[config.mk]
export PLATFORM = sky130hd
export DESIGN_NAME = sorted_index_linked_list_insert
export DESIGN_NICKNAME = d
export VERILOG_FILES = /design/src/design/slli_pkg.sv /design/src/design/slli_ctrl.sv /design/src/design/slli_dp.sv /design/src/design/sorted_index_linked_list_insert.sv
export VERILOG_INCLUDE_DIRS = /design/src /design/src/design
export SDC_FILE = /design/constraint.sdc
export NUM_CORES = 1
export LEC_CHECK = 0
export ABC_AREA = 1
export BUFFER_PORTS_ARGS = -buffer_cell sky130_fd_sc_hd__clkbuf_2
export CORE_MARGIN = 3
export CORE_UTILIZATION = 60
export DETAILED_ROUTE_END_ITERATION = 7
export PLACE_DENSITY = 0.77
export SYNTH_ARGS = -nofsm -noshare
export SYNTH_HDL_FRONTEND = slang
export SYNTH_SLANG_ARGS = --single-unit
export TNS_END_PERCENT = 5
[constraint.sdc]
create_clock -name clock -period 5 [get_ports clock]
set_input_delay 0.25 -clock clock [delete_from_list [all_inputs] [get_ports clock]]
set_output_delay 0.25 -clock clock [all_outputs]
set_load 0.02 [all_outputs]
[src/design/sorted_index_linked_list_insert_defines.svh]
// Assertion macros shared by the sorted slot list modules.
`ifndef SORTED_INDEX_LINKED_LIST_INSERT_DEFINES_SVH
`define SORTED_INDEX_LINKED_LIST_INSERT_DEFINES_SVH

`ifndef SYNTHESIS
// Consequent must hold in the same cycle as the antecedent.
`define SLLI_ASSERT_SAME(label, clk, rst, ante, cons, msg) \
   label: assert property (@(posedge clk) disable iff (rst) (ante) |-> (cons)) \
      else $error(msg);
// Consequent must hold in the cycle after the antecedent.
`define SLLI_ASSERT_NEXT(label, clk, rst, ante, cons, msg) \
   label: assert property (@(posedge clk) disable iff (rst) (ante) |=> (cons)) \
      else $error(msg);
`else
`define SLLI_ASSERT_SAME(label, clk, rst, ante, cons, msg)
`define SLLI_ASSERT_NEXT(label, clk, rst, ante, cons, msg)
`endif

`endif

[src/design/slli_pkg.sv]
// Shared types, constants and status codes of the sorted slot list.
package slli_pkg;

   // Table geometry and field widths.
   localparam int SLOTS_DEFAULT = 32;
   localparam int MAX_RESULTS = 32;
   localparam int LINK_W = 6;
   localparam int VALUE_W = 8;
   localparam int SLOT_W = 8;
   localparam int STATUS_W = 3;
   localparam logic [LINK_W-1:0] NULL_LINK = 6'd63;
   localparam logic [VALUE_W-1:0] MAX_VALUE_RESET = 8'd100;

   // Result status codes.
   localparam logic [STATUS_W-1:0] ST_OK = 3'd0;
   localparam logic [STATUS_W-1:0] ST_BAD_SLOT = 3'd1;
   localparam logic [STATUS_W-1:0] ST_BAD_VALUE = 3'd2;
   localparam logic [STATUS_W-1:0] ST_SLOT_USED = 3'd3;
   localparam logic [STATUS_W-1:0] ST_DUPLICATE = 3'd4;
   localparam logic [STATUS_W-1:0] ST_EMPTY = 3'd5;

   // Request type codes.
   localparam logic REQ_INSERT = 1'b0;
   localparam logic REQ_READOUT = 1'b1;

   // Source of the table read address.
   typedef enum logic [1:0] {
      RD_HEAD,
      RD_LINK,
      RD_CUR
   } rd_sel_type;

   typedef struct packed {
      logic                req_type;
      logic [SLOT_W-1:0]   slot;
      logic [VALUE_W-1:0]  item_value;
   } req_beat_type;

   typedef struct packed {
      logic [STATUS_W-1:0] status;
      logic [VALUE_W-1:0]  out_value;
      logic [LINK_W-1:0]   out_slot;
      logic                last;
   } rsp_beat_type;

   // Commands from the controller to the datapath.
   typedef struct packed {
      logic                load_req;
      logic                start_walk;
      logic                advance;
      logic                track;
      logic                write_entry;
      logic                write_prev;
      logic                emit;
      logic                emit_entry;
      logic [STATUS_W-1:0] status;
      logic                last;
      rd_sel_type          rd_sel;
   } cmd_type;

   // Status from the datapath to the controller.
   typedef struct packed {
      logic is_readout;
      logic slot_bad;
      logic value_bad;
      logic head_valid;
      logic hit_slot;
      logic hit_value;
      logic next_valid;
      logic read_end;
      logic walk_end;
      logic prev_valid;
      logic out_free;
   } stat_type;

endpackage

[src/design/slli_ctrl.sv]
// Controller state machine that sequences inserts and readouts.
`include "sorted_index_linked_list_insert_defines.svh"

module slli_ctrl
   import slli_pkg::*;
(
   input  logic     clock,
   input  logic     reset,
   input  logic     req_valid,
   output logic     req_stall,
   input  stat_type stat,
   output cmd_type  cmd
);

   typedef enum logic [2:0] {
      S_IDLE,
      S_CHECK,
      S_WALK,
      S_WRITE,
      S_LINK,
      S_REPORT
   } state_type;

   state_type state_ff;
   state_type state_in;

   // A new beat is taken only between requests.
   assign req_stall = (state_ff != S_IDLE);

   // Next state and commands.
   always_comb begin
      cmd = '0;
      cmd.rd_sel = RD_CUR;
      state_in = state_ff;
      case (state_ff)
         S_IDLE: begin
            cmd.rd_sel = RD_HEAD;
            if (req_valid) begin
               cmd.load_req = 1'b1;
               state_in = S_CHECK;
            end
         end
         S_CHECK: begin
            // Up-front checks while the head entry is read.
            cmd.rd_sel = RD_HEAD;
            cmd.start_walk = 1'b1;
            cmd.last = 1'b1;
            if (stat.is_readout) begin
               if (!stat.head_valid) begin
                  cmd.status = ST_EMPTY;
                  if (stat.out_free) begin
                     cmd.emit = 1'b1;
                     state_in = S_IDLE;
                  end
               end else begin
                  state_in = S_WALK;
               end
            end else if (stat.slot_bad || stat.value_bad) begin
               cmd.status = stat.slot_bad ? ST_BAD_SLOT : ST_BAD_VALUE;
               if (stat.out_free) begin
                  cmd.emit = 1'b1;
                  state_in = S_IDLE;
               end
            end else if (!stat.head_valid) begin
               state_in = S_WRITE;
            end else begin
               state_in = S_WALK;
            end
         end
         S_WALK: begin
            // One list entry per cycle; hold the entry while the output is busy.
            if (stat.is_readout) begin
               cmd.status = ST_OK;
               cmd.last = stat.read_end;
               cmd.emit_entry = 1'b1;
               if (stat.out_free) begin
                  cmd.emit = 1'b1;
                  if (stat.read_end) begin
                     state_in = S_IDLE;
                  end else begin
                     cmd.advance = 1'b1;
                     cmd.rd_sel = RD_LINK;
                  end
               end
            end else if (stat.hit_slot || stat.hit_value) begin
               cmd.status = stat.hit_slot ? ST_SLOT_USED : ST_DUPLICATE;
               cmd.last = 1'b1;
               if (stat.out_free) begin
                  cmd.emit = 1'b1;
                  state_in = S_IDLE;
               end
            end else begin
               cmd.track = 1'b1;
               if (!stat.next_valid || stat.walk_end) begin
                  state_in = S_WRITE;
               end else begin
                  cmd.advance = 1'b1;
                  cmd.rd_sel = RD_LINK;
               end
            end
         end
         S_WRITE: begin
            cmd.write_entry = 1'b1;
            state_in = stat.prev_valid ? S_LINK : S_REPORT;
         end
         S_LINK: begin
            cmd.write_prev = 1'b1;
            state_in = S_REPORT;
         end
         S_REPORT: begin
            cmd.status = ST_OK;
            cmd.last = 1'b1;
            if (stat.out_free) begin
               cmd.emit = 1'b1;
               state_in = S_IDLE;
            end
         end
         default: begin
            state_in = S_IDLE;
         end
      endcase
   end

   // State register.
   always_ff @(posedge clock) begin
      if (reset) begin
         state_ff <= S_IDLE;
      end else begin
         state_ff <= state_in;
      end
   end

   `SLLI_ASSERT_NEXT(a_accept_check, clock, reset, req_valid && !req_stall,
      state_ff == S_CHECK, "accepted request did not enter the check state")
   `SLLI_ASSERT_SAME(a_emit_free, clock, reset, cmd.emit, stat.out_free,
      "result emitted while the output register was full")
   `SLLI_ASSERT_SAME(a_link_prev, clock, reset, cmd.write_prev, stat.prev_valid,
      "predecessor link written without a predecessor")

endmodule

[src/design/slli_dp.sv]
// Datapath: slot tables, head pointer, walk registers and output register.
`include "sorted_index_linked_list_insert_defines.svh"

module slli_dp
   import slli_pkg::*;
#(
   parameter int SLOTS = SLOTS_DEFAULT
)
(
   input  logic               clock,
   input  logic               reset,
   input  cmd_type            cmd,
   output stat_type           stat,
   input  req_beat_type       req_data,
   input  logic               csr_valid,
   output logic               csr_ready,
   input  logic [VALUE_W-1:0] csr_data,
   output logic               rsp_valid,
   input  logic               rsp_stall,
   output rsp_beat_type       rsp_data
);

   localparam int IDX_W = $clog2(SLOTS);
   localparam int STEP_W = $clog2(SLOTS);
   localparam int READ_LIMIT = (SLOTS < MAX_RESULTS) ? SLOTS : MAX_RESULTS;
   localparam logic [LINK_W-1:0] SLOTS_LINK = LINK_W'(SLOTS);
   localparam logic [SLOT_W-1:0] SLOTS_REQ = SLOT_W'(SLOTS);
   localparam logic [STEP_W-1:0] READ_LAST = STEP_W'(READ_LIMIT - 1);
   localparam logic [STEP_W-1:0] WALK_LAST = STEP_W'(SLOTS - 1);

   logic [VALUE_W-1:0] value_mem [SLOTS];
   logic [LINK_W-1:0]  link_mem [SLOTS];

   logic [VALUE_W-1:0] max_value_ff;
   logic [VALUE_W-1:0] max_value_in;
   logic [LINK_W-1:0]  head_ff;
   logic [LINK_W-1:0]  head_in;
   logic               out_valid_ff;
   logic               out_valid_in;
   rsp_beat_type       out_data_ff;
   rsp_beat_type       out_data_in;
   req_beat_type       req_ff;
   logic [LINK_W-1:0]  cur_ff;
   logic [LINK_W-1:0]  prev_ff;
   logic [LINK_W-1:0]  prev_link_ff;
   logic               prev_valid_ff;
   logic [STEP_W-1:0]  step_ff;
   logic [VALUE_W-1:0] value_rd_ff;
   logic [LINK_W-1:0]  link_rd_ff;

   logic [LINK_W-1:0]  rd_addr;
   logic [IDX_W-1:0]   rd_idx;
   logic [LINK_W-1:0]  req_slot;
   logic [IDX_W-1:0]   req_idx;
   logic [IDX_W-1:0]   prev_idx;
   logic [LINK_W-1:0]  new_link;
   logic               is_less;

   // The register accepts a write in any cycle.
   assign csr_ready = 1'b1;

   assign req_slot = req_ff.slot[LINK_W-1:0];
   assign req_idx = req_slot[IDX_W-1:0];
   assign prev_idx = prev_ff[IDX_W-1:0];
   assign new_link = prev_valid_ff ? prev_link_ff : head_ff;
   assign is_less = value_rd_ff < req_ff.item_value;

   // Table read address.
   always_comb begin
      case (cmd.rd_sel)
         RD_HEAD: rd_addr = head_ff;
         RD_LINK: rd_addr = link_rd_ff;
         RD_CUR:  rd_addr = cur_ff;
         default: rd_addr = head_ff;
      endcase
   end
   assign rd_idx = rd_addr[IDX_W-1:0];

   // Status toward the controller.
   always_comb begin
      stat.is_readout = (req_ff.req_type == REQ_READOUT);
      stat.slot_bad = (req_ff.slot >= SLOTS_REQ);
      stat.value_bad = (req_ff.item_value > max_value_ff);
      stat.head_valid = (head_ff < SLOTS_LINK);
      stat.hit_slot = (cur_ff == req_slot);
      stat.hit_value = (value_rd_ff == req_ff.item_value);
      stat.next_valid = (link_rd_ff < SLOTS_LINK);
      stat.read_end = !stat.next_valid || (step_ff == READ_LAST);
      stat.walk_end = (step_ff == WALK_LAST);
      stat.prev_valid = prev_valid_ff;
      stat.out_free = !out_valid_ff || !rsp_stall;
   end

   // Next values of the control registers.
   always_comb begin
      max_value_in = csr_valid ? csr_data : max_value_ff;
      head_in = head_ff;
      if (cmd.write_entry && !prev_valid_ff) begin
         head_in = req_slot;
      end
      out_valid_in = out_valid_ff;
      if (cmd.emit) begin
         out_valid_in = 1'b1;
      end else if (!rsp_stall) begin
         out_valid_in = 1'b0;
      end
      out_data_in.status = cmd.status;
      out_data_in.out_value = cmd.emit_entry ? value_rd_ff : '0;
      out_data_in.out_slot = cmd.emit_entry ? cur_ff : '0;
      out_data_in.last = cmd.last;
   end

   // Control registers.
   always_ff @(posedge clock) begin
      if (reset) begin
         max_value_ff <= MAX_VALUE_RESET;
         head_ff <= NULL_LINK;
         out_valid_ff <= 1'b0;
      end else begin
         max_value_ff <= max_value_in;
         head_ff <= head_in;
         out_valid_ff <= out_valid_in;
      end
   end

   // Request, walk and output payload registers.
   always_ff @(posedge clock) begin
      if (cmd.load_req) begin
         req_ff <= req_data;
      end
      if (cmd.start_walk) begin
         cur_ff <= head_ff;
         step_ff <= '0;
         prev_valid_ff <= 1'b0;
      end else begin
         if (cmd.advance) begin
            cur_ff <= link_rd_ff;
            step_ff <= step_ff + STEP_W'(1);
         end
         if (cmd.track && is_less) begin
            prev_ff <= cur_ff;
            prev_link_ff <= link_rd_ff;
            prev_valid_ff <= 1'b1;
         end
      end
      if (cmd.emit) begin
         out_data_ff <= out_data_in;
      end
   end

   // Slot tables: one write and one registered read per cycle.
   always_ff @(posedge clock) begin
      if (cmd.write_entry) begin
         value_mem[req_idx] <= req_ff.item_value;
         link_mem[req_idx] <= new_link;
      end else if (cmd.write_prev) begin
         link_mem[prev_idx] <= req_slot;
      end
      value_rd_ff <= value_mem[rd_idx];
      link_rd_ff <= link_mem[rd_idx];
   end

   assign rsp_valid = out_valid_ff;
   assign rsp_data = out_data_ff;

   `SLLI_ASSERT_SAME(a_head_form, clock, reset, 1'b1,
      (head_ff < SLOTS_LINK) || (head_ff == NULL_LINK), "head pointer out of range")
   `SLLI_ASSERT_SAME(a_write_ok, clock, reset, cmd.write_entry,
      !stat.slot_bad && !stat.value_bad, "rejected insert written to the table")
   `SLLI_ASSERT_NEXT(a_rsp_hold, clock, reset, rsp_valid && rsp_stall,
      rsp_valid && $stable(rsp_data), "stalled result beat changed or dropped")

endmodule

[src/design/sorted_index_linked_list_insert.sv]
// Sorted slot list top level: controller and datapath.
//
// A table of SLOTS slots holds 8-bit values chained in ascending order from a
// head pointer. An insert (req_type 0) is checked for slot range, value limit
// (csr register, reset 100), slot already listed and duplicate value, then
// linked in place; it gives one result beat. A readout (req_type 1) gives one
// beat per listed entry, at most MAX_RESULTS, in ascending order with last on
// the final one, or a single beat with status empty. The walk visits one entry
// per cycle through the table's registered read port, and a readout holds its
// entry while the output register is busy. One request is worked at a time;
// the next beat is taken while the final result still waits in the output
// register.
module sorted_index_linked_list_insert
   import slli_pkg::*;
#(
   parameter int SLOTS = SLOTS_DEFAULT
)
(
   input  logic               clock,
   input  logic               reset,
   input  logic               req_valid,
   output logic               req_stall,
   input  req_beat_type       req_data,
   output logic               rsp_valid,
   input  logic               rsp_stall,
   output rsp_beat_type       rsp_data,
   input  logic               csr_valid,
   output logic               csr_ready,
   input  logic [VALUE_W-1:0] csr_data
);

   cmd_type  cmd;
   stat_type stat;

   // Request sequencing.
   slli_ctrl u_ctrl (
      .clock     (clock),
      .reset     (reset),
      .req_valid (req_valid),
      .req_stall (req_stall),
      .stat      (stat),
      .cmd       (cmd)
   );

   // Tables and result path.
   slli_dp #(
      .SLOTS (SLOTS)
   ) u_dp (
      .clock     (clock),
      .reset     (reset),
      .cmd       (cmd),
      .stat      (stat),
      .req_data  (req_data),
      .csr_valid (csr_valid),
      .csr_ready (csr_ready),
      .csr_data  (csr_data),
      .rsp_valid (rsp_valid),
      .rsp_stall (rsp_stall),
      .rsp_data  (rsp_data)
   );

endmodule
==> metrics.md, run 1 <==
| Metric | Value |
|---|---|
| Maximum clock path buffer count | 3 |
| WL final | 53000 um |
| Syn_nets | 2038 |
| TritonRoute pass-1 iters | 6 |
| Clock transition at path regs | 60 ps |
| Post-synthesis async set-or-reset flop share | 0% |
| Reg-to-reg slack, setup | roughly 700 ps |
| Top cells by area, synth | edfxtp_1 (66%), o211ai_1 (7.6%), nand2_1 (6.4%) |
| Netlist Area Pre-Place | 22800 um^2 |
| Pleak | 9.27 nW |
| Post-synth top area share | 65.8% |
| Layout filler cell count | between 2000 and 2500 |
| Yosys reg bits | approximately 540 |
| Post-DR vias/cell | ~5.8 |
| Fin. Hold Viols | 0 |
| Hold Crit Class | primary input to flip-flop |
| Switch share | around 20% |
| RSZ-0062 raised after global routing | no |
| Crit share post-route | a little under nine tenths |
| CP Launch Type | flip-flop |
| Routability-driven placement congestion ratio | roughly 0.92 |
| Remaining routing DRC violations | 0 |
| Max Fclk | between 0.2 and 0.25 GHz |
| TritonCTS sink count | ~540 |
| Final Hold Slack | ~65 ps |
| Psw | ~0.0019 W |
| Synth Warn # | 0 |
| Worst setup EP type | flip-flop |
| Reg power frac | 54.0% |
| Internal power | between 0.007 and 0.008 W |
| CTS resizes | 0 |
| Core Region | ~37000 um^2 |
| Antenna violations before repair | 0 |
| CP Class | flip-flop to flip-flop |
| Netlist cell types | 33 |
| Clk_skew | around 18 ps |
| Grt total ovfl | 0 |
| Final setup TNS | 0 ps |
| First-pass GRT wire length | 82500 um |
| CTS root buf | clkbuf_16 |
| Post-CTS Setup Inserts | 0 |
| Routed len/inst | between 20 and 25 um |
| Largest net degree at the start of global routing | around 110 |
| Final Critical Period | roughly 4300 ps |
| Maximum VDD drop | around 390 uV |
| Cell area after layout | about 26000 um^2 |
| CTS tree | done |
| Status | finished clean |
| Tot GR Track Use | 26.3% |
| Combinational share of power | about 3.3% |
| Critical Path Fanout Max | between 90 and 100 |
| Initial drt markers | 1788 |
| Tightest Pin Transition | around 1200 ps |
| Post-Syn Instances | just under 2000 |
| WP data arrival | 4800 ps |
| Initial Utilization | about three fifths |
| Max-slew headroom | 22.7% |
| Fin nets | roughly 2100 |
| Synthesis-to-layout area growth | 12.5% |
| Worst-Skew Late Latency | just over 600 ps |
| Max Cap Violations | 0 |
| Pwr dens | between 300 and 400 nW/um^2 |
| Cts bufs inserted | 53 |
| Final count of pins violating max slew | 0 |
| Synth Flop Type | edfxtp_1 |
| Syn avg cell area | 11.5 um^2 |
| Vias | 15200 |
| Clk pwr share | 42.7% |
| IO Count | 51 |
| H-Tree Depth | 2 |
| Detailed placement HPWL | 32200 um |
| Die area | a little over 40000 um^2 |
| EDFF count, synth | 500 |
| PortBufs | 49 |
| Die Span Y | between 200 and 250 um |
| Seq/Total Area, Yosys | 69.1% |
| Rows | 70 |
| Layout cell share with drive strength beyond 1 | under 10% |
| Antenna-violating nets left | 0 |
| Worst Path Required | around 5500 ps |
| Placed cell area | roughly 24000 um^2 |
| Vias in the first global route | approximately 15000 |
| Area leader, netlist | edfxtp_1 |
| Die Width | 201 um |
| Setup-failing EPs final | 0 |
final cells by class:
class                           instances  area [um^2]  share of cell area [%]
Sequential cell                       538        15800                    61.4
Clock buffer                           78         1570                    6.12
Timing Repair Buffer                  114          901                    3.51
Multi-Input combinational cell       1037         5460                    21.3
Clock inverter                         21          171                   0.668
Antenna cell                            1         2.50                 0.00975
Inverter                              310         1160                    4.54
Tap cell                              504          631                    2.46
layer usage:
layer / vias to the layer above / routed length, um / track usage [%]
met4: 0 / 2200 / 11.0
met3: 144 / 4460 / 4.09
met1: 7189 / 20900 / 35.5
met5: - / 0 / 0
met2: 772 / 25400 / 43.0
li1: 7065 / - / -
path summary, 6_finish.rpt:
path / startpoint / to / depth (start not counted)
worst max-delay path: u_dp.value_rd_ff[7]$_DFF_P_ / u_dp.value_rd_ff[5]$_DFF_P_ / 25
worst min-delay path: csr_valid / u_dp.max_value_ff[0]$_SDFFE_PP0P_ / 3
worst max register to register: u_dp.value_rd_ff[7]$_DFF_P_ / u_dp.value_rd_ff[5]$_DFF_P_ / 25
worst min register to register: u_dp.step_ff[3]$_SDFFE_PP0P_ / u_dp.step_ff[3]$_SDFFE_PP0P_ / 2
power by group through the flow:
| stage | logic [W] | registers [W] | clock network (W) |
|---|---|---|---|
| finish | 0.000301 | 0.00496 | 0.00392 |
| floorplan | 0.000140 | 0.00507 | 0 |
| global route | 0.000329 | 0.00496 | 0.00414 |
| CTS | 0.000289 | 0.00496 | 0.00396 |
| detailed placement | 0.000268 | 0.00505 | 0 |
| global placement | 0.000258 | 0.00505 | 0 |
placed cells by master (no fill, tap or decap), types with 6 or more instances in the layout:
cell           instances
edfxtp_1             500
nand2_1              387
inv_1                297
o211ai_1             232
nand3_1              196
nor2_1               114
clkbuf_16             54
clkbuf_2              49
dfxtp_1               38
dlygate4sd3_1         32
buf_4                 26
o21ai_0               24
ha_1                  20
a21oi_1               18
clkbuf_8              13
clkbuf_1              11
inv_2                 10
clkinv_2              10
clkinv_1              10
o21ai_1                8
buf_12                 7
xor2_1                 6
Yosys cell counts, drive strengths merged (3+ instances only):
master	n
a31oi	3
inv	308
o21ai	40
nand2	391
nor2	116
edfxtp	500
buf	90
nor3	3
nand4	4
dfxtp	38
xor2	6
clkbuf	13
nand3	197
ha	20
a21oi	19
o211ai	232
state kept, by name, summed over array words and instances (netlist names):
| register | cells |
|---|---|
| u_ctrl.state_ff | 3 |
| u_dp.cur_ff | 6 |
| u_dp.head_ff | 6 |
| u_dp.link_mem | 192 |
| u_dp.link_rd_ff | 6 |
| u_dp.max_value_ff | 8 |
| u_dp.prev_ff | 5 |
| u_dp.prev_link_ff | 6 |
| u_dp.prev_valid_ff | 1 |
| u_dp.req_ff | 16 |
| u_dp.rsp_data | 18 |
| u_dp.rsp_valid | 1 |
| u_dp.stat | 1 |
| u_dp.step_ff | 5 |
| u_dp.value_mem | 256 |
| u_dp.value_rd_ff | 8 |
metrics by stage:
| step | worst slack [ps] | util, % | std cells | power, W |
|---|---|---|---|---|
| floorplan | 1540 | - | 1988 | 0.00521 |
| global placement | 933 | 63.7 | 2471 | 0.00531 |
| detailed placement | 811 | 63.7 | 2471 | 0.00532 |
| CTS | 757 | 69.3 | 2602 | 0.00921 |
| global route | 369 | 69.3 | 2602 | 0.00943 |
| finish | 699 | 69.3 | 2603 | 0.00918 |
timing repair:
| item | CTS | global route |
|---|---|---|
| endpoints found under the hold margin | 29 | 0 |
| endpoints found under the setup margin | 0 | 0 |
| hold buffers | 32 | 0 |
worst max-delay path: stages (launching register included):
cell	delay, ps
dfxtp_1	390
ha_1	340
nand2_1	60
inv_1	80
nand2_1	50
nor2_1	120
nand4_1	190
nand2_1	140
inv_2	50
nand2_2	60
nand2_2	80
nand2_4	110
inv_2	80
a21oi_2	170
ha_1	290
inv_2	180
nand3_1	210
nand2_8	370
buf_12	370
nand2_1	110
o211ai_1	120
nand3_1	160
nand3_1	120
nand2_1	60
nand2_1	120
nand2_1	60
cells by family (layout without fill, tap and decap cells):
logic type,Yosys count,in the layout,synth area share (%)
simple gates,713,713,13.0
flops,538,538,69.1
buf+inv,413,523,7.37
compound gates,297,297,9.15
fa+ha+maj,20,20,1.10
xor+xnor,6,6,0.230
other cells,1,2,0.0164
No activity file was read; power rests on OpenSTA's default activity.
==> run 2: changes to the inputs <==
RECOVER_POWER = 100   (was not set)
==> run 2 against run 1 <==
Against the previous run: the run now ends with capacitance limit, slew limit left; fmax shrank 4.0%; global-route usage is the same; routed wire length is essentially flat; critical path depth is the same; clock skew grew 2.1 ps; combinational power shrank 3%; count of clock-buffer cells in the layout is the same; critical endpoint is now u_dp.link_rd_ff[1]$_DFF_P_; highest routed layer unchanged.
==> metrics.md, run 2 (synthesis results as in run 1) <==
| Metric | Value |
|---|---|
| Pwr dens | 359 nW/um^2 |
| CP Class | flip-flop to flip-flop |
| Maximum clock path buffer count | 3 |
| First-pass GRT wire length | a little over 80000 um |
| Vias in the first global route | ~15000 |
| CTS tree | done |
| WHS Endpoint | u_dp.max_value_ff[0]$_SDFFE_PP0P_ |
| Post-DR vias/cell | a little under 6 |
| Tightest Pin Transition | roughly 2600 ps |
| Grt total ovfl | 0 |
| Layout cell share with drive strength beyond 1 | 6.67% |
| CP Launch Type | flip-flop |
| Hold Path Stages | 3 |
| Clk_skew | 20.4 ps |
| Status | finished, violations left |
| Switch share | 20.5% |
| Die Width | around 200 um |
| Rows | 70 |
| Final worst slack | 521 ps |
| Worst Path Required | around 5500 ps |
| Reg-to-reg slack, setup | between 500 and 600 ps |
| Final Non-Filler Cells | 2603 |
| Hold Crit Class | primary input to flip-flop |
| Reg2Reg Capture Point | u_dp.link_rd_ff[1]$_DFF_P_ |
| Final count of pins violating max slew | 470 |
| CP Launch Point | u_dp.value_rd_ff[7]$_DFF_P_ |
| Failing checks | capacitance limit, slew limit |
| Fin. Hold Viols | 0 |
| Die Span Y | roughly 200 um |
| Detailed placement HPWL | 32200 um |
| Crit share post-route | about 90% |
| Worst setup EP type | flip-flop |
| CTS resizes | 0 |
| Fin nets | around 2100 |
| Placed cell area | 23600 um^2 |
| Hold-fix buffers, CTS | 32 |
| Hold Crit Start | csr_valid |
| Internal power | 0.00730 W |
| Clock transition at path regs | approximately 60 ps |
| Cell count of the worst reg-to-reg path | 25 |
| RSZ-0062 raised after global routing | no |
| WP data arrival | 4960 ps |
| Vias | 15200 |
| Area of the multi-input gates | between 5000 and 6000 um^2 |
| Placed cells | 2471 |
| Most flops, register | u_dp.value_mem |
| Psw | 0.00188 W |
| CTS root buf | clkbuf_16 |
| Routed len/inst | 20.4 um |
| Final Hold Slack | just under 70 ps |
| Synthesis-to-layout area growth | 11.9% |
| WL final | ~53000 um |
| H-Tree Depth | 2 |
| Reg power frac | a little over half |
| Routability-driven placement congestion ratio | approximately 0.92 |
| Remaining routing DRC violations | 0 |
| Combinational share of power | approximately 3.2% |
| Commonest non-fill, non-tap cell in the layout | edfxtp_1 |
| Core Region | approximately 37000 um^2 |
| Largest register FFs | roughly 260 |
| Initial drt markers | 1760 |
| Final Critical Period | approximately 4500 ps |
| TritonRoute pass-1 iters | 6 |
| Maximum VDD drop | around 390 uV |
| Die area | between 40000 and 50000 um^2 |
| Worst-Skew Late Latency | a little over 600 ps |
| Reg2reg start | u_dp.value_rd_ff[7]$_DFF_P_ |
| Pre-CTS worst setup slack | between 800 and 900 ps |
| Antenna violations before repair | 0 |
| Max Fclk | about 0.22 GHz |
| Pleak | 9.14 nW |
| IO Count | 51 |
| Antenna-violating nets left | 0 |
| Max-slew headroom | -76.4% |
| TritonCTS sink count | about 540 |
| Initial Utilization | between 60% and 70% |
| Cell area after layout | around 26000 um^2 |
| Layout filler cell count | roughly 2500 |
| Sequential cell area | approximately 16000 um^2 |
| Max Cap Violations | 14 |
| Most frequent cells in the layout | edfxtp_1 (500), nand2_1 (389), inv_1 (302) |
| Largest net degree at the start of global routing | between 100 and 150 |
| Critical Path Fanout Max | 62 |
| Cts bufs inserted | 53 |
| PortBufs | 49 |
| Setup-failing EPs final | 0 |
| Tot GR Track Use | 26.3% |
| Clk pwr share | 42.7% |
| Final setup TNS | 0 ps |
| Post-CTS Setup Inserts | 0 |
run 2: per-layer routing:
metal	up-vias	part of all wire, %	GRT usage, %
met5	-	0	0
met4	0	3.9	11.0
met3	138	8.8	4.09
met2	770	48	43.0
met1	7265	39	35.5
li1	7062	-	-
run 2: cell type report:
type | instances | share of cell area (%)
Clock buffer | 78 | 6.15
Clock inverter | 21 | 0.671
Inverter | 310 | 4.56
Timing Repair Buffer | 114 | 3.22
Sequential cell | 538 | 61.8
Tap cell | 504 | 2.47
Multi-Input combinational cell | 1037 | 21.2
Antenna cell | 1 | 0.00980
run 2: worst max path at each step:
stage | endpoint | slack [ps] | cells past startpoint
after global routing | u_dp.link_rd_ff[1]$_DFF_P_ | 220 | 25
after detailed placement | u_dp.value_rd_ff[5]$_DFF_P_ | 810 | 25
after CTS | u_dp.value_rd_ff[5]$_DFF_P_ | 760 | 25
final | u_dp.link_rd_ff[1]$_DFF_P_ | 520 | 25
after floorplan | u_dp.value_rd_ff[0]$_DFF_P_ | 1540 | 27
after global placement | u_dp.value_rd_ff[5]$_DFF_P_ | 930 | 25
run 2: power groups by stage:
stage | registers, W | logic (W) | clock network, W
finish | 0.00496 | 0.000291 | 0.00392
global route | 0.00496 | 0.000319 | 0.00414
CTS | 0.00496 | 0.000289 | 0.00396
floorplan | 0.00507 | 0.000140 | 0
detailed placement | 0.00505 | 0.000268 | 0
global placement | 0.00505 | 0.000258 | 0
run 2: through the flow:
step           util, %  total power (W)
2_1_floorplan        -          0.00521
3_3_place_gp      63.7          0.00531
3_5_place_dp      63.7          0.00532
4_1_cts           69.3          0.00921
5_1_grt           68.9          0.00942
6_report          68.9          0.00918
run 2: worst max-delay path, stage by stage (launching register included):
cell and delay [ps]:
dfxtp_1 390, ha_1 340, nand2_1 60, inv_1 80, nand2_1 60, nor2_1 130
nand4_1 200, nand2_1 120, inv_1 50, nand2_1 70, nand2_1 120, nand2_4 120
inv_1 120, a21oi_2 190, ha_1 290, inv_2 180, nand3_1 210, nand2_8 380
clkbuf_2 480, nand2_1 110, o211ai_1 120, nand3_1 100, nand3_1 140, nand2_1 70
nand2_1 100, nand2_1 70
==> run 3: changes to the inputs <==
CORE_UTILIZATION = 56   (was 60)
PLACE_DENSITY = 0.75   (was 0.77)
clock period = 3.85 ns   (was 5 ns; I/O delays follow)
==> run 3 against run 2 <==
Against the previous run: the run ends with DRC, capacitance limit, slew limit left; largest power group unchanged; die area grew 6.9%; critical endpoint is now u_dp.value_rd_ff[5]$_DFF_P_; setup slack lost 420 ps; highest routed layer unchanged; power grew 30%.
==> metrics.md, run 3 (synthesis results as in run 1) <==
| Metric | Value |
|---|---|
| Clk pwr share | ~42% |
| WHS Endpoint | u_dp.max_value_ff[3]$_SDFFE_PP0P_ |
| Die Width | around 210 um |
| Hold Crit Class | primary input to flip-flop |
| Clock transition at path regs | about 60 ps |
| Max-slew headroom | -28.8% |
| Tot GR Track Use | 25.4% |
| Final Hold Slack | about 130 ps |
| Max Fclk | 0.267 GHz |
| Max Cap Violations | 9 |
| Layout cell share with drive strength beyond 1 | 9.93% |
| Final Critical Period | 3750 ps |
| Internal power | 0.00939 W |
| Psw | between 0.002 and 0.003 W |
| Placed cells | around 2500 |
| Rows | 73 |
| Initial drt markers | 2050 |
| Die Span Y | 208 um |
| Largest register FFs | 256 |
| Synthesis-to-layout area growth | 16.3% |
| Tightest Pin Transition | 1930 ps |
| WP data arrival | between 4000 and 5000 ps |
| Routed len/inst | roughly 22 um |
| Final count of pins violating max slew | 304 |
| Most flops, register | u_dp.value_mem |
| Cts bufs inserted | 53 |
| Detailed placement HPWL | 34000 um |
| Hold Crit Start | csr_valid |
| Fin. Hold Viols | 0 |
| Reg2reg start | u_dp.req_ff[7]$_DFFE_PP_ |
| Pleak | roughly 9.6 nW |
| IO Count | between 50 and 60 |
| Post-layout util | about two thirds |
| First-pass GRT wire length | about 86000 um |
| PortBufs | 49 |
| Pwr dens | between 400 and 500 nW/um^2 |
| Worst-Skew Late Latency | between 600 and 700 ps |
| TritonCTS sink count | 538 |
| Reg2Reg Capture Point | u_dp.value_rd_ff[5]$_DFF_P_ |
| TritonRoute pass-1 iters | 8 |
| Core Region | ~40000 um^2 |
| Antenna-violating nets left | 0 |
| Reg-to-reg slack, setup | around 100 ps |
| Vias in the first global route | approximately 15000 |
| Crit share post-route | between 90% and 100% |
| Antenna violations before repair | 0 |
| Largest net degree at the start of global routing | 83 |
| H-Tree Depth | 2 |
| Worst setup EP type | flip-flop |
| Maximum clock path buffer count | 3 |
| Vias | 16000 |
| Hold Path Stages | 3 |
| Worst Path Required | between 4000 and 5000 ps |
| Critical Path Fanout Max | 12 |
| Switch share | between 20% and 30% |
| Commonest non-fill, non-tap cell in the layout | edfxtp_1 |
| Fin nets | between 2000 and 2500 |
| CP Launch Type | flip-flop |
| Final Non-Filler Cells | 2681 |
| Initial Utilization | between 50 and 60% |
| Diode count | 0 |
| Final worst slack | approximately 100 ps |
| Combinational share of power | 3.6% |
| Placed cell area | approximately 24000 um^2 |
| Cell area after layout | 26500 um^2 |
| Reg power frac | between 50% and 60% |
| CTS root buf | clkbuf_16 |
| CTS tree | done |
| Die area | 43200 um^2 |
| Status | finished, violations left |
| Setup-failing EPs final | 0 |
| Failing checks | DRC, capacitance limit, slew limit |
| CP Class | flip-flop to flip-flop |
| Clk_skew | ~30 ps |
| Cell count of the worst reg-to-reg path | 27 |
| Routability-driven placement congestion ratio | between 0.9 and 1 |
| Post-DR vias/cell | between 5 and 6 |
| Maximum VDD drop | 391 uV |
| Grt total ovfl | 0 |
| Most frequent cells in the layout | edfxtp_1 (500), nand2_1 (381), inv_1 (297) |
| Pre-CTS worst setup slack | 46.3 ps |
| Remaining routing DRC violations | 1 |
| WL final | 59700 um |
## run 3: changes by cell type in the layout (fill, tap and decap cells not counted), moves of 5 or more
cell and change:
inv_2 +5, inv_1 -5, clkbuf_8 -11, buf_4 +22, buf_6 +5, nand2_1 -8
buf_16 +7, clkbuf_16 +13, nand3_1 -7, nand2_2 +6, nand3_2 +6, clkbuf_1 +13
buf_12 +5
## run 3: through the flow
stage	power, W	TNS [ps]
CTS	0.0119	0
global route	0.0122	-810
global placement	0.00692	0
detailed placement	0.00693	0
floorplan	0.00676	0
finish	0.0119	0
## run 3: power by group through the flow
stage	logic [W]	registers, W	clock network (W)
2_1_floorplan	0.000181	0.00658	0
3_3_place_gp	0.000362	0.00656	0
3_5_place_dp	0.000374	0.00656	0
4_1_cts	0.000403	0.00643	0.00507
5_1_grt	0.000460	0.00644	0.00532
6_report	0.000425	0.00644	0.00504
## run 3: final cells by class
cell class	instances	area, um^2
clock inverters	21	213
repair inverters	1	8.76
inverters	310	1180
well taps	525	657
fillers	2807	13500
multi-input cells	1038	5550
flip-flops and latches	538	15800
repair buffers	170	1710
clock buffers	78	1460
## run 3: per-layer routing
layer	GRT usage, %	up-vias	share of wire [%]
li1	-	7178	-
met3	3.75	190	9.6
met5	0	-	0
met2	41.8	959	48
met1	34.3	7704	38
met4	10.5	0	3.9
## run 3: worst max-delay path by stage
stage	from	to	slack (ps)	cells past startpoint
after CTS	u_dp.req_ff[7]$_DFFE_PP_	u_dp.value_rd_ff[5]$_DFF_P_	20	26
after floorplan	u_dp.req_ff[7]$_DFFE_PP_	u_dp.value_rd_ff[0]$_DFF_P_	390	27
after detailed placement	u_dp.req_ff[7]$_DFFE_PP_	u_dp.value_rd_ff[5]$_DFF_P_	50	26
after global routing	u_dp.req_ff[6]$_DFFE_PP_	u_dp.value_rd_ff[4]$_DFF_P_	-90	27
final	u_dp.req_ff[7]$_DFFE_PP_	u_dp.value_rd_ff[5]$_DFF_P_	100	27
after global placement	u_dp.req_ff[7]$_DFFE_PP_	u_dp.value_rd_ff[5]$_DFF_P_	100	27
## run 3: what timing repair did
item	in CTS	in global routing
setup endpoints to repair	0	14
resized for setup	0	55
hold buffers	33	0
buffers inserted	0	17
endpoints found under the hold margin	29	0
## run 3: critical path, cell delays in order (launching register included)
cell and delay [ps]:
edfxtp_1 410, inv_2 70, ha_4 260, nand2_1 60, inv_2 60, nand2_1 60, nor2_2 110, nand4_1 140
nand2_1 100, inv_2 40, nand2_2 70, nand2_4 60, nand2_4 90, inv_2 80, a21oi_4 200, ha_4 200
nand2_1 100, nand3_4 120, nand2_8 100, buf_12 170, buf_4 160, clkbuf_16 160, o211ai_1 190, nand3_1 190
nand3_1 160, nand2_2 100, nand2_1 90, nand2_2 70
